==> src/rtl/fm_register_write_monitor_core_assert.svh <==
// assertion macros for the fm register write monitor
`ifndef FM_REGISTER_WRITE_MONITOR_CORE_ASSERT_SVH
`define FM_REGISTER_WRITE_MONITOR_CORE_ASSERT_SVH

// consequent must hold in the same cycle as the antecedent
`define FMWM_ASSERT_SAME(lbl, ante, cons, msg) \
  lbl: assert property (@(posedge clk) disable iff (!rst_n) (ante) |-> (cons)) \
    else $error(msg);

// consequent must hold in the cycle after the antecedent
`define FMWM_ASSERT_NEXT(lbl, ante, cons, msg) \
  lbl: assert property (@(posedge clk) disable iff (!rst_n) (ante) |=> (cons)) \
    else $error(msg);

`endif

==> src/rtl/fmwm_pkg.sv <==
// shared types, codes and tables of the fm register write monitor
package fmwm_pkg;

  // input commands
  localparam logic [1:0] CMD_WRITE = 2'd0;
  localparam logic [1:0] CMD_TICK  = 2'd1;
  localparam logic [1:0] CMD_READ  = 2'd2;

  localparam int NUM_CHANNELS = 8;
  localparam int CH_BITS      = 3;

  // register map landmarks
  localparam logic [7:0] ADDR_KEY      = 8'h08;
  localparam logic [7:0] ADDR_CHAN_LO  = 8'h20;
  localparam logic [7:0] ADDR_ALG_HI   = 8'h27;
  localparam logic [7:0] ADDR_KC_LO    = 8'h28;
  localparam logic [7:0] ADDR_KC_HI    = 8'h37;
  localparam logic [7:0] ADDR_TL_LO    = 8'h60;
  localparam logic [7:0] ADDR_TL_HI    = 8'h7F;

  localparam logic [7:0] HOLD_RESET = 8'd60;
  localparam logic [6:0] NOTE_MAX   = 7'd127;

  // reciprocal of three for sums below 512
  localparam logic [8:0] RECIP3     = 9'd171;

  // what the current item needs from the shadow memory
  typedef enum logic [2:0] {
    K_PLAIN = 3'd0,
    K_NOTE  = 3'd1,
    K_VEL   = 3'd2,
    K_READ  = 3'd3,
    K_TICK  = 3'd4
  } kind_t;

  // semitone within octave for the low key code nibble
  function automatic logic [3:0] kc_note(input logic [3:0] kc);
    logic [3:0] r;
    case (kc)
      4'd0:  r = 4'd1;
      4'd1:  r = 4'd2;
      4'd2:  r = 4'd3;
      4'd3:  r = 4'd4;
      4'd4:  r = 4'd4;
      4'd5:  r = 4'd5;
      4'd6:  r = 4'd6;
      4'd7:  r = 4'd7;
      4'd8:  r = 4'd7;
      4'd9:  r = 4'd8;
      4'd10: r = 4'd9;
      4'd11: r = 4'd10;
      4'd12: r = 4'd10;
      4'd13: r = 4'd11;
      4'd14: r = 4'd12;
      default: r = 4'd12;
    endcase
    return r;
  endfunction

  // carrier operators of each algorithm, bit i is operator i
  function automatic logic [3:0] carrier_bits(input logic [2:0] alg);
    logic [3:0] r;
    case (alg)
      3'd0, 3'd1, 3'd2: r = 4'h8;
      3'd3, 3'd4:       r = 4'hA;
      3'd5, 3'd6:       r = 4'hE;
      default:          r = 4'hF;
    endcase
    return r;
  endfunction

endpackage

==> src/rtl/fm_register_write_monitor_core.sv <==
// fm register write monitor: shadow memory, per-channel state and reporting
//
//  port group   dir  tdata / tuser contents (low bit first)
//  in_*         in   tuser: command[1:0]; tdata: reg_addr[7:0], reg_data[15:8]
//  out_*        out  tdata: channel, note, velocity, key_on, slot_mask,
//                    key_edge, write_count, write_peak, reg_value; tlast: last
//  cfg_*        in   cfg_wdata: hold_ticks, written when cfg_we is high
//
// after reset a clearing pass zeroes the 256-entry shadow while in_tready is low.
// reads: none for a plain write, one for a key code write, a read or a frame tick,
// five for an algorithm/total level write (one read port); ticks emit 8 results.
// the result register lets the next item enter while the last result waits;
// a stalled out_tready stops the sequencer only when it has a result to hand over.
module fm_register_write_monitor_core #(
  parameter int COUNT_BITS = 16
) (
  input  logic        clk,
  input  logic        rst_n,
  input  logic        in_tvalid,
  output logic        in_tready,
  input  logic [15:0] in_tdata,   // reg_addr[7:0], reg_data[15:8]
  input  logic [1:0]  in_tuser,   // command[1:0]
  output logic        out_tvalid,
  input  logic        out_tready,
  output logic [63:0] out_tdata,  // channel[2:0], note[9:3], velocity[16:10],
                                  // key_on[17], slot_mask[21:18],
                                  // key_edge[23:22], write_count[39:24],
                                  // write_peak[55:40], reg_value[63:56]
  output logic        out_tlast,
  input  logic        cfg_we,
  input  logic [7:0]  cfg_wdata
);
  import fmwm_pkg::*;

  typedef enum logic [6:0] {
    ST_CLR   = 7'b0000001,
    ST_IDLE  = 7'b0000010,
    ST_RD    = 7'b0000100,
    ST_DRAIN = 7'b0001000,
    ST_CALC  = 7'b0010000,
    ST_EMIT  = 7'b0100000,
    ST_TICK  = 7'b1000000
  } state_t;

  localparam logic [COUNT_BITS-1:0] CNT_MAX = {COUNT_BITS{1'b1}};

  state_t state_r, state_nxt;

  // configuration
  logic [7:0] hold_cfg_r;

  // item context
  kind_t               kind_r;
  logic [7:0]          addr_r;
  logic [CH_BITS-1:0]  ch_r;
  logic [1:0]          edge_r;
  logic [7:0]          reg_val_r;
  logic [2:0]          rd_k_r, rd_end_r, rd_k_q_r;
  logic                rd_vld_r;
  logic [3:0]          car_r;
  logic [8:0]          acc_r;
  logic [6:0]          kc_r;
  logic [CH_BITS-1:0]  tick_ch_r;
  logic [7:0]          clr_addr_r;

  // shadow memory
  logic [7:0] mem [256];
  logic       mem_we;
  logic [7:0] mem_waddr, mem_wdata, mem_raddr, rdata_r;
  logic       mem_re;

  // per-channel state
  logic [6:0]            chan_note_r  [NUM_CHANNELS];
  logic [6:0]            chan_vel_r   [NUM_CHANNELS];
  logic                  chan_key_r   [NUM_CHANNELS];
  logic [3:0]            chan_mask_r  [NUM_CHANNELS];
  logic [COUNT_BITS-1:0] chan_cnt_r   [NUM_CHANNELS];
  logic [COUNT_BITS-1:0] chan_peak_r  [NUM_CHANNELS];
  logic [7:0]            chan_hold_r  [NUM_CHANNELS];

  // result register
  logic                  out_valid_r;
  logic [CH_BITS-1:0]    o_ch_r;
  logic [6:0]            o_note_r, o_vel_r;
  logic                  o_key_r;
  logic [3:0]            o_mask_r;
  logic [1:0]            o_edge_r;
  logic [15:0]           o_cnt_r, o_peak_r;
  logic [7:0]            o_rv_r;
  logic                  o_last_r;

  // input unpacking
  logic [1:0] in_cmd;
  logic [7:0] in_addr, in_data;
  assign in_cmd  = in_tuser;
  assign in_addr = in_tdata[7:0];
  assign in_data = in_tdata[15:8];

  logic in_fire, slot_free, out_load, tick_fire;
  assign in_tready = (state_r == ST_IDLE);
  assign in_fire   = in_tvalid && in_tready;
  assign slot_free = !out_valid_r || out_tready;
  assign tick_fire = (state_r == ST_TICK) && slot_free;
  assign out_load  = ((state_r == ST_EMIT) && slot_free) || tick_fire;

  // write decode at acceptance
  logic [CH_BITS-1:0] w_ch;
  logic               w_counted, w_key, w_vel, w_note, w_now;
  logic [3:0]         w_slots;
  kind_t              w_kind;
  always_comb begin
    w_key     = (in_addr == ADDR_KEY);
    w_ch      = w_key ? in_data[CH_BITS-1:0] : in_addr[CH_BITS-1:0];
    w_counted = w_key || (in_addr >= ADDR_CHAN_LO);
    w_vel     = ((in_addr >= ADDR_CHAN_LO) && (in_addr <= ADDR_ALG_HI)) ||
                ((in_addr >= ADDR_TL_LO) && (in_addr <= ADDR_TL_HI));
    w_note    = (in_addr >= ADDR_KC_LO) && (in_addr <= ADDR_KC_HI);
    w_slots   = in_data[6:3];
    w_now     = (w_slots != 4'd0);
    if (w_vel)       w_kind = K_VEL;
    else if (w_note) w_kind = K_NOTE;
    else             w_kind = K_PLAIN;
  end

  // next state
  always_comb begin
    state_nxt = state_r;
    case (state_r)
      ST_CLR:   if (clr_addr_r == 8'hFF) state_nxt = ST_IDLE;
      ST_IDLE: begin
        if (in_fire) begin
          case (in_cmd)
            CMD_WRITE: state_nxt = (w_vel || w_note) ? ST_RD : ST_EMIT;
            CMD_TICK,
            CMD_READ:  state_nxt = ST_RD;
            default:   state_nxt = ST_IDLE;
          endcase
        end
      end
      ST_RD:    if (rd_k_r == rd_end_r) state_nxt = ST_DRAIN;
      ST_DRAIN: begin
        case (kind_r)
          K_NOTE, K_VEL: state_nxt = ST_CALC;
          K_TICK:        state_nxt = ST_TICK;
          default:       state_nxt = ST_EMIT;
        endcase
      end
      ST_CALC:  state_nxt = ST_EMIT;
      ST_EMIT:  if (slot_free) state_nxt = ST_IDLE;
      ST_TICK:  if (slot_free && (tick_ch_r == CH_BITS'(NUM_CHANNELS - 1))) state_nxt = ST_IDLE;
      default:  state_nxt = ST_CLR;
    endcase
  end

  always_ff @(posedge clk) begin
    if (!rst_n) begin
      state_r <= ST_CLR;
    end else begin
      state_r <= state_nxt;
    end
  end

  // configuration register
  always_ff @(posedge clk) begin
    if (!rst_n) begin
      hold_cfg_r <= HOLD_RESET;
    end else if (cfg_we) begin
      hold_cfg_r <= cfg_wdata;
    end
  end

  // shadow memory ports
  always_comb begin
    mem_we    = (state_r == ST_CLR) || (in_fire && (in_cmd == CMD_WRITE));
    mem_waddr = (state_r == ST_CLR) ? clr_addr_r : in_addr;
    mem_wdata = (state_r == ST_CLR) ? 8'd0 : in_data;
    mem_re    = (state_r == ST_RD);
    case (kind_r)
      K_VEL: begin
        if (rd_k_r == 3'd0) mem_raddr = {5'b00100, ch_r};
        else                mem_raddr = {3'b011, 2'(rd_k_r - 3'd1), ch_r};
      end
      K_NOTE:  mem_raddr = {5'b00101, ch_r};
      default: mem_raddr = addr_r;
    endcase
  end

  always_ff @(posedge clk) begin
    if (mem_we) mem[mem_waddr] <= mem_wdata;
    if (mem_re) rdata_r <= mem[mem_raddr];
  end

  // sequencer and read-data processing
  always_ff @(posedge clk) begin
    if (!rst_n) begin
      clr_addr_r <= 8'd0;
      rd_vld_r   <= 1'b0;
      rd_k_r     <= 3'd0;
      tick_ch_r  <= '0;
    end else begin
      if (state_r == ST_CLR) clr_addr_r <= clr_addr_r + 8'd1;
      rd_vld_r <= mem_re;
      rd_k_q_r <= rd_k_r;
      if (mem_re) rd_k_r <= rd_k_r + 3'd1;
      if (in_fire) begin
        rd_k_r    <= 3'd0;
        tick_ch_r <= '0;
      end
      if (tick_fire) tick_ch_r <= tick_ch_r + CH_BITS'(1);
    end
  end

  // item context capture
  always_ff @(posedge clk) begin
    if (in_fire) begin
      addr_r    <= in_addr;
      acc_r     <= 9'd0;
      reg_val_r <= in_data;
      edge_r    <= 2'd0;
      case (in_cmd)
        CMD_WRITE: begin
          kind_r   <= w_kind;
          ch_r     <= w_ch;
          rd_end_r <= w_vel ? 3'd4 : 3'd0;
          if (w_key && w_now && !chan_key_r[w_ch])      edge_r <= 2'd1;
          else if (w_key && !w_now && chan_key_r[w_ch]) edge_r <= 2'd2;
        end
        CMD_TICK: begin
          kind_r   <= K_TICK;
          ch_r     <= in_addr[CH_BITS-1:0];
          rd_end_r <= 3'd0;
        end
        default: begin
          kind_r   <= K_READ;
          ch_r     <= in_addr[CH_BITS-1:0];
          rd_end_r <= 3'd0;
        end
      endcase
    end else if (rd_vld_r) begin
      case (kind_r)
        K_VEL: begin
          if (rd_k_q_r == 3'd0) begin
            car_r <= carrier_bits(rdata_r[2:0]);
          end else if (car_r[2'(rd_k_q_r - 3'd1)]) begin
            acc_r <= acc_r + {2'b00, ~rdata_r[6:0]};
          end
        end
        K_NOTE:  kc_r      <= rdata_r[6:0];
        default: reg_val_r <= rdata_r;
      endcase
    end
  end

  // velocity divide and note derivation
  logic [2:0]  car_n;
  logic [16:0] prod3;
  logic [8:0]  vel_q;
  logic [7:0]  note_sum;
  logic [6:0]  note_val;
  always_comb begin
    car_n = {2'b00, car_r[0]} + {2'b00, car_r[1]} + {2'b00, car_r[2]} + {2'b00, car_r[3]};
    prod3 = 17'(acc_r) * 17'(RECIP3);
    case (car_n)
      3'd1:    vel_q = acc_r;
      3'd2:    vel_q = acc_r >> 1;
      3'd3:    vel_q = {1'b0, prod3[16:9]};
      3'd4:    vel_q = acc_r >> 2;
      default: vel_q = 9'd0;
    endcase
    note_sum = {1'b0, kc_r[6:4], 4'b0000} - {3'b000, kc_r[6:4], 2'b00}
             + {4'b0000, kc_note(kc_r[3:0])} + 8'd2;
    note_val = (note_sum > {1'b0, NOTE_MAX}) ? NOTE_MAX : note_sum[6:0];
  end

  // frame tick peak update for the channel in turn
  logic [COUNT_BITS-1:0] t_cnt, t_peak, t_peak_nxt;
  logic [7:0]            t_hold, t_hold_nxt;
  always_comb begin
    t_cnt      = chan_cnt_r[tick_ch_r];
    t_peak     = chan_peak_r[tick_ch_r];
    t_hold     = chan_hold_r[tick_ch_r];
    t_peak_nxt = t_peak;
    t_hold_nxt = t_hold;
    if (t_cnt > t_peak) begin
      t_peak_nxt = t_cnt;
      t_hold_nxt = hold_cfg_r;
    end else if (t_hold != 8'd0) begin
      t_hold_nxt = t_hold - 8'd1;
      if (t_hold == 8'd1) t_peak_nxt = '0;
    end
  end

  // per-channel state updates
  always_ff @(posedge clk) begin
    if (!rst_n) begin
      for (int i = 0; i < NUM_CHANNELS; i++) begin
        chan_note_r[i] <= '0;
        chan_vel_r[i]  <= '0;
        chan_key_r[i]  <= 1'b0;
        chan_mask_r[i] <= '0;
        chan_cnt_r[i]  <= '0;
        chan_peak_r[i] <= '0;
        chan_hold_r[i] <= '0;
      end
    end else begin
      if (in_fire && (in_cmd == CMD_WRITE)) begin
        if (w_counted && (chan_cnt_r[w_ch] != CNT_MAX))
          chan_cnt_r[w_ch] <= chan_cnt_r[w_ch] + COUNT_BITS'(1);
        if (w_key) begin
          chan_key_r[w_ch]  <= w_now;
          chan_mask_r[w_ch] <= w_slots;
        end
      end
      if (state_r == ST_CALC) begin
        if (kind_r == K_NOTE) chan_note_r[ch_r] <= note_val;
        else                  chan_vel_r[ch_r]  <= vel_q[6:0];
      end
      if (tick_fire) begin
        chan_peak_r[tick_ch_r] <= t_peak_nxt;
        chan_hold_r[tick_ch_r] <= t_hold_nxt;
        chan_cnt_r[tick_ch_r]  <= '0;
      end
    end
  end

  // result register
  logic [CH_BITS-1:0] sel_ch;
  logic [31:0]        cnt_ext, peak_ext;
  always_comb begin
    sel_ch   = (state_r == ST_TICK) ? tick_ch_r : ch_r;
    cnt_ext  = 32'(chan_cnt_r[sel_ch]);
    peak_ext = (state_r == ST_TICK) ? 32'(t_peak_nxt) : 32'(chan_peak_r[sel_ch]);
  end

  always_ff @(posedge clk) begin
    if (!rst_n) begin
      out_valid_r <= 1'b0;
    end else if (out_load) begin
      out_valid_r <= 1'b1;
    end else if (out_tready) begin
      out_valid_r <= 1'b0;
    end
  end

  always_ff @(posedge clk) begin
    if (out_load) begin
      o_ch_r   <= sel_ch;
      o_note_r <= chan_note_r[sel_ch];
      o_vel_r  <= chan_vel_r[sel_ch];
      o_key_r  <= chan_key_r[sel_ch];
      o_mask_r <= chan_mask_r[sel_ch];
      o_edge_r <= (state_r == ST_TICK) ? 2'd0 : edge_r;
      o_cnt_r  <= cnt_ext[15:0];
      o_peak_r <= peak_ext[15:0];
      o_rv_r   <= reg_val_r;
      o_last_r <= (state_r != ST_TICK) || (tick_ch_r == CH_BITS'(NUM_CHANNELS - 1));
    end
  end

  assign out_tvalid = out_valid_r;
  assign out_tlast  = o_last_r;
  assign out_tdata  = {o_rv_r, o_peak_r, o_cnt_r, o_edge_r, o_mask_r, o_key_r,
                       o_vel_r, o_note_r, o_ch_r};

  // checks
  `include "fm_register_write_monitor_core_assert.svh"

  `FMWM_ASSERT_SAME(a_no_overwrite, out_load, (!out_valid_r || out_tready), "result overwritten while stalled")
  `FMWM_ASSERT_SAME(a_rdata_from_rd, rd_vld_r, ($past(state_r) == ST_RD), "read data without a read")
  `FMWM_ASSERT_NEXT(a_tick_ends, (tick_fire && o_last_r == 1'b0 && tick_ch_r == CH_BITS'(NUM_CHANNELS - 1)), (state_r == ST_IDLE && out_tlast), "tick did not end on last channel")
  `FMWM_ASSERT_SAME(a_no_accept_busy, (in_fire), (state_r == ST_IDLE && !rd_vld_r), "item accepted while busy")

endmodule
==> config.mk <==
export PLATFORM = sky130hd
export DESIGN_NAME = fm_register_write_monitor_core
export DESIGN_NICKNAME = d
export VERILOG_FILES = /design/src/rtl/fmwm_pkg.sv /design/src/rtl/fm_register_write_monitor_core.sv
export VERILOG_INCLUDE_DIRS = /design/src /design/src/rtl
export SDC_FILE = /design/constraint.sdc
export NUM_CORES = 2
export LEC_CHECK = 0
export BUFFER_PORTS_ARGS = -buffer_cell sky130_fd_sc_hd__buf_2
export CAP_MARGIN = 20
export CELL_PAD_IN_SITES_DETAIL_PLACEMENT = 2
export CELL_PAD_IN_SITES_GLOBAL_PLACEMENT = 2
export CORE_ASPECT_RATIO = 1.2
export CORE_UTILIZATION = 35
export CTS_BUF_LIST = sky130_fd_sc_hd__clkbuf_8
export DETAILED_ROUTE_END_ITERATION = 6
export GPL_TIMING_DRIVEN = 1
export PLACE_DENSITY_LB_ADDON = 0.1
export SKIP_LAST_GASP = 1
export SLEW_MARGIN = 10
export SYNTH_ARGS = -nofsm -noshare
export SYNTH_HDL_FRONTEND = slang
export SYNTH_SLANG_ARGS = --single-unit
==> constraint.sdc <==
create_clock -name clk -period 20.7 [get_ports clk]
set_clock_uncertainty 0.15 [all_clocks]
set_input_delay 2.07 -clock clk [delete_from_list [all_inputs] [get_ports clk]]
set_output_delay 2.07 -clock clk [all_outputs]
set_load 0.03 [all_outputs]
; ---- Word level (Yosys, flattened, before mapping)
; Memory sizes are Yosys's and may differ from the RTL's. A register that Yosys moved wholly into a read port is not among the register bits.
; Index checks and enable logic that the tools add are counted.
; W data, S select, Z words.
[totals]
ram_bits = 2520
out_inout_bits = 67
register_bits = 111
word_cells = 241
mem_bits_ro = 64
in_bits = 31
mem_count = 9
[memory_table]
columns = memory, depth, word_bits, rd, rd_clocked_by_memory_dff, write_ports, line
row1 = mem, 256, 8, 1, 1, 1, fm_register_write_monitor_core.sv:67  ; logic [7:0] mem [256];
row2 = chan_cnt_r, 8, 16, 3, 2, 8, fm_register_write_monitor_core.sv:77  ; logic [COUNT_BITS-1:0] chan_cnt_r [NUM_CHANNELS];
row3 = chan_peak_r, 8, 16, 2, 1, 8, fm_register_write_monitor_core.sv:78  ; logic [COUNT_BITS-1:0] chan_peak_r [NUM_CHANNELS];
row4 = (no name shown), 16, 4, 1, 1, 0, fmwm_pkg.sv:39  ; case (kc)
row5 = chan_hold_r, 8, 8, 1, 1, 8, fm_register_write_monitor_core.sv:79  ; logic [7:0] chan_hold_r [NUM_CHANNELS];
row6 = chan_note_r, 8, 7, 1, 1, 8, fm_register_write_monitor_core.sv:73  ; logic [6:0] chan_note_r [NUM_CHANNELS];
row7 = +3 memories, --, --, --, --, --, --
[op_classes]
reduce_logical = 52
magnitude_cmp = 9
addsub = 14
n_mux = 93
bitwise = 5
n_mul = 1
eq_ne = 35
[ops]
columns = op, n
row1 = $mux W16, 7
row2 = $mux W8, 8
row3 = $mux W3, 21
row4 = $mux W7, 9
row5 = $pmux W7 S7, 1
row6 = $reduce_or A16 Y1, 3
row7 = $mux W1, 36
row8 = $pmux W7 S4, 1
row9 = $eq A3 B3 Y1 const B, 6
row10 = $add A16 B1 Y16 const B, 1
row11 = $ge A8 B6 Y1 const B, 2
row12 = $gt A16 B16 Y1, 1
row13 = $le A8 B6 Y1 const B, 2
row14 = $mul A9 B8 Y16 const B, 1
row15 = $ne A16 B16 Y1 const B, 1
row16 = $pmux W8 S2, 1
row17 = $eq A3 B2 Y1 const B, 5
row18 = $pmux W7 S2, 1
row19 = $reduce_or A7 Y1, 2
row20 = $logic_and A1 B1 Y1, 13
row21 = $pmux W6 S2, 1
row22 = $reduce_or A2 Y1, 6
row23 = $add A9 B7 Y9, 1
row24 = $eq A3 B1 Y1 const B, 3
row25 = 53 further kinds, 76

; ---- Depth between registers and ports, before layout
; An unclocked memory read counts as a cell.
[logic_depth]
ltp_word = 12
ltp_mapped = 18
mapped_depth_nobuf = 14

; ---- Worst setup path before layout
; No wires, ideal clock.
[synth_timing]
path_kind = input to register
start = input in_tdata[9]
end = memory mem[0][1] (data pin)
setup_time_ns = 1.393
path_stages = 2
arrival_ns = 7.998
path_slack_ns = 11.159
n_path_buf = 0
required_time_ns = 19.157
cell_sequence = inv_1 -> nor2_1
[synth_via]
elab_chain_len = 1
[synth_lines]
columns = item, line
row1 = from (decl), fm_register_write_monitor_core.sv:21  ; input logic [15:0] in_tdata,
row2 = $mux W8, fm_register_write_monitor_core.sv:176  ; mem_wdata = (state_r == ST_CLR) ? 8'd0 : in_data;
row3 = net mem_wdata[1], fm_register_write_monitor_core.sv:69  ; logic [7:0] mem_waddr, mem_wdata, mem_raddr, rdata_r;
row4 = to (decl), fm_register_write_monitor_core.sv:67
; The timed path passes the listed nets, and every way through them passes these cells.

; ---- Worst setup path after layout
[layout_timing]
start = register kind_r[2]
end = register rdata_r[3], read port of mem (data pin)
[layout_via]
elab_chain_len = 2
elab_cells_between_ends = 3
classes_between = eq/ne: 2 / mux: 1
[layout_lines]
columns = item, line
row1 = from (decl), fm_register_write_monitor_core.sv:53  ; kind_t kind_r;
row2 = from (signal assigned), fm_register_write_monitor_core.sv:222  ; kind_r <= w_kind;
row3 = $eq A3 B1 Y1 or $eq A3 B2 Y1 (tied branches), fm_register_write_monitor_core.sv:178  ; case (kind_r)
row4 = $pmux W8 S2 (*), fm_register_write_monitor_core.sv:178
row5 = to (decl), fm_register_write_monitor_core.sv:69
; Every way passes the cells marked *; elsewhere a longest branch is shown, timed or not.
; A chain may end at the register's enable or synchronous reset.

==> impl_metrics.yaml <==
status:
  status: "complete, no violations"
power:
  seq_power_share_pct: 53.2
  combinationalPowerShare_pct: 8.2
  cellLeakagePower_uw: 0.0440
  intPower_uw: 8520
  power_frac_clock_pct: 38.6
  p_sw_uw: 2950
  p_per_area_nw_per_um2: 89.3
  peakVddDrop_uv: 55.2
  swShare_pct: 25.7
setup_path:
  start_kind: "register"
  worst-path-stages: 13
  critical_path.max_fanout: 49
  crit_type: "reg2reg"
  worstSetupEndpoint: "rdata_r[3]"
  critical-path-max-stage-delay_ns: 0.78
  reg2reg_to: "rdata_r[3]"
  worstReg2RegStart: "kind_r[2]"
  crit_path_frequent_cell: "buf_4"
  slowest_stage: "o31ai_1"
  crit_path_cell_trace: "or3b_2 > nand3_2 > buf_4 > and2_4 > buf_4 > buf_4 > buf_4 > buf_4 > mux4_2 > a2bb2oi_1 > nand3_1 > o31ai_1 > nand4_1"
  cp_top_family: "buffers and inverters"
  required_ns: 21.38
  worstRegToRegCells: 13
  cp.arrival_ns: 7.82
  path_buf_inv: 5
  end_kind: "register"
  r2r_slack_ns: 13.56
  timing.critical_path.from: "kind_r[2]"
clock_network:
  clock_latency_ns: 1.15
  ctsHoldBuffers: 0
  htreeDepth: 5
  cts_tree: "done"
  post_cts_buffers: 0
  cts_repair_resize_count: 0
  clkSinkCount: 2678
  clk_pin_slew_ns: 0.07
  cts_buffer_depth: 4
  numCtsBuffers: 450
  clockRootBuffer: "clkbuf_8"
finish:
  final_common_cell: "edfxtp_1"
  fill_cells: 32800
  final_cell_mix: "edfxtp_1, nand2_1, nor2_1"
  area_delta_synth_final_pct: 11.8
  drive_gt1_share_pct: 12.5
  fin_nets: 9082
route:
  dr.pass1.iters: 5
  vias_per_cell: 5.60
  drt-total-wl_microns: 409000
  ant_nets: 0
  vias: 76200
  route.detailed.drc: 0
  drt-initial-drc-count: 5026
  wire_per_inst_microns: 30.1
floorplan:
  pin_count: 98
  die_w_microns: 525
  rows: 230
  start_util_pct: 35.2
  die_area_sq_um: 331000
  die_h_microns: 630
  core_area_sq_um: 327000
global_route:
  gr-total-overflow: 0
  grt_pass1_vias: 82100
  grt_max_degree: 200
  grt_pass1_wl_microns: 592000
  antenna_found_initial: 12
  gr-usage-all-layers_pct: 24.4
run:
  cap_violations: 0
logic_synthesis:
  synthArstFlopShare_pct: 0
  ys_ff_latch: 2678
  synth_area_leaders: "edfxtp_1, nand2_1, mux4_2"
  synth-edff-count: 2623
  synth_nets: 8914
  yosysTopAreaCell: "edfxtp_1"
  yosysWarnings: 0
  synthFlopType: "edfxtp_1"
  synthCells: 8773
  synth.cell_area_sq_um: 115000
  syn_avg_cell_area_sq_um: 13.1
  ys_seq_area_share_pct: 69.5
  ys_types: 98
  synth_top_cell_area_share_pct: 68.5
place:
  place.gp.congestion: 0.849
  io_buffers: 97
  place_ws_ns: 12.89
  place_hpwl_microns: 262000
timing:
  tns_ns: 0
  finalHoldViolCount: 0
  slew_headroom_pct: 18.8
  setup_viol: 0
  period_share_pct: 34.5
  worstMarginPinSlew_ns: 1.22
  fmaxAchievable_ghz: 0.140
  setup_slack_ns: 13.56
  slew_violations: 0
  rsz0062_at_grt: "false"
  period_needed_ns: 7.14
hold_path:
  hp-class: "reg2reg"
  hp-start: "reg_val_r[5]"
## worst min path at each step
stage          depth (start not counted)         to  slack, ns
2_1_floorplan                          0  o_rv_r[0]       0.25
3_3_place_gp                           0  o_rv_r[0]       0.25
3_5_place_dp                           0  o_rv_r[5]       0.26
4_1_cts                                0  o_rv_r[5]       0.27
5_1_grt                                0  o_rv_r[5]       0.28
6_report                               0  o_rv_r[5]       0.27
## flip-flops by register name (all words and copies together), names as in the netlist, 7 cells and up, named ones only
signal and cells:
chan_hold_r 64, addr_r 8, o_cnt_r 16, acc_r 9, chan_peak_r 128, clr_addr_r 8
rdata_r 8, o_note_r 7, o_rv_r 8, chan_vel_r 56, kc_r 7, chan_note_r 56
hold_cfg_r 8, chan_mask_r 32, state_r 7, reg_val_r 8, chan_key_r 8, o_peak_r 16
chan_cnt_r 128, o_vel_r 7, mem 2048
## per-stage QoR
| stage | instances | cell area [sq um] | total power, uW | hold slack [ns] | util (%) |
|---|---|---|---|---|---|
| floorplan | 8773 | 115000 | 6770 | 0.250 | - |
| global placement | 12800 | 120000 | 7130 | 0.255 | 36.8 |
| detailed placement | 12800 | 120000 | 7180 | 0.258 | 36.8 |
| CTS | 13600 | 129000 | 11600 | 0.268 | 39.3 |
| global route | 13600 | 129000 | 11900 | 0.283 | 39.3 |
| finish | 13600 | 129000 | 11500 | 0.270 | 39.3 |
## cells by family after synthesis
logic type                 synth area share (%)
muxes                                      5.08
adders and majority gates                  1.30
AOI/OAI and AO/OA                          6.14
xor gates and xnor gates                  0.312
and+or+nand+nor                            15.3
DFF                                        69.5
buffers and inverters                      2.43
## layout make-up
type	instances	area, sq um	area share [%]
multi-input cells	5420	32700	25.4
repair buffers	301	2200	1.71
well taps	4292	5370	4.18
clock inverters	345	1740	1.35
clock buffers	460	6330	4.92
flip-flops and latches	2678	79900	62.1
diodes	3	7.51	0.00584
inverters	90	345	0.269
## synth_stat cells, drive strengths merged (13+ instances only)
cell type,number
mux2i,120
a31oi,134
a311o,25
nand3,785
o211ai,13
buf,165
o21ai,126
mux2,20
nand4,132
nor4,19
a2111oi,19
fa,16
xnor2,32
a2bb2oi,16
nor3,62
a22oi,22
a21o,16
or3,17
a32oi,38
and2,56
clkbuf,420
nor2b,28
ha,94
a31o,18
mux4,196
nand2,1792
dfxtp,55
a21oi,82
a211oi,226
inv,90
edfxtp,2623
and3,233
o31ai,41
nor2,803
a311oi,104
## power by group through the flow
stage          clock, uW  sequential [uW]  combinational (uW)
2_1_floorplan          0             6220                 548
3_3_place_gp           0             6220                 913
3_5_place_dp           0             6220                 959
4_1_cts             4560             6110                 963
5_1_grt             4770             6110                1030
6_report            4420             6110                 941
## routing by layer
| metal | wire (microns) | track usage (%) | up-vias |
|---|---|---|---|
| met5 | 8 | 0 | - |
| met4 | 11000 | 6.81 | 2 |
| met3 | 15400 | 2.74 | 575 |
| met2 | 206000 | 42.6 | 1674 |
| met1 | 176000 | 31.8 | 40600 |
| li1 | - | - | 33300 |
Note: power is estimated with default switching activity, not from simulation.
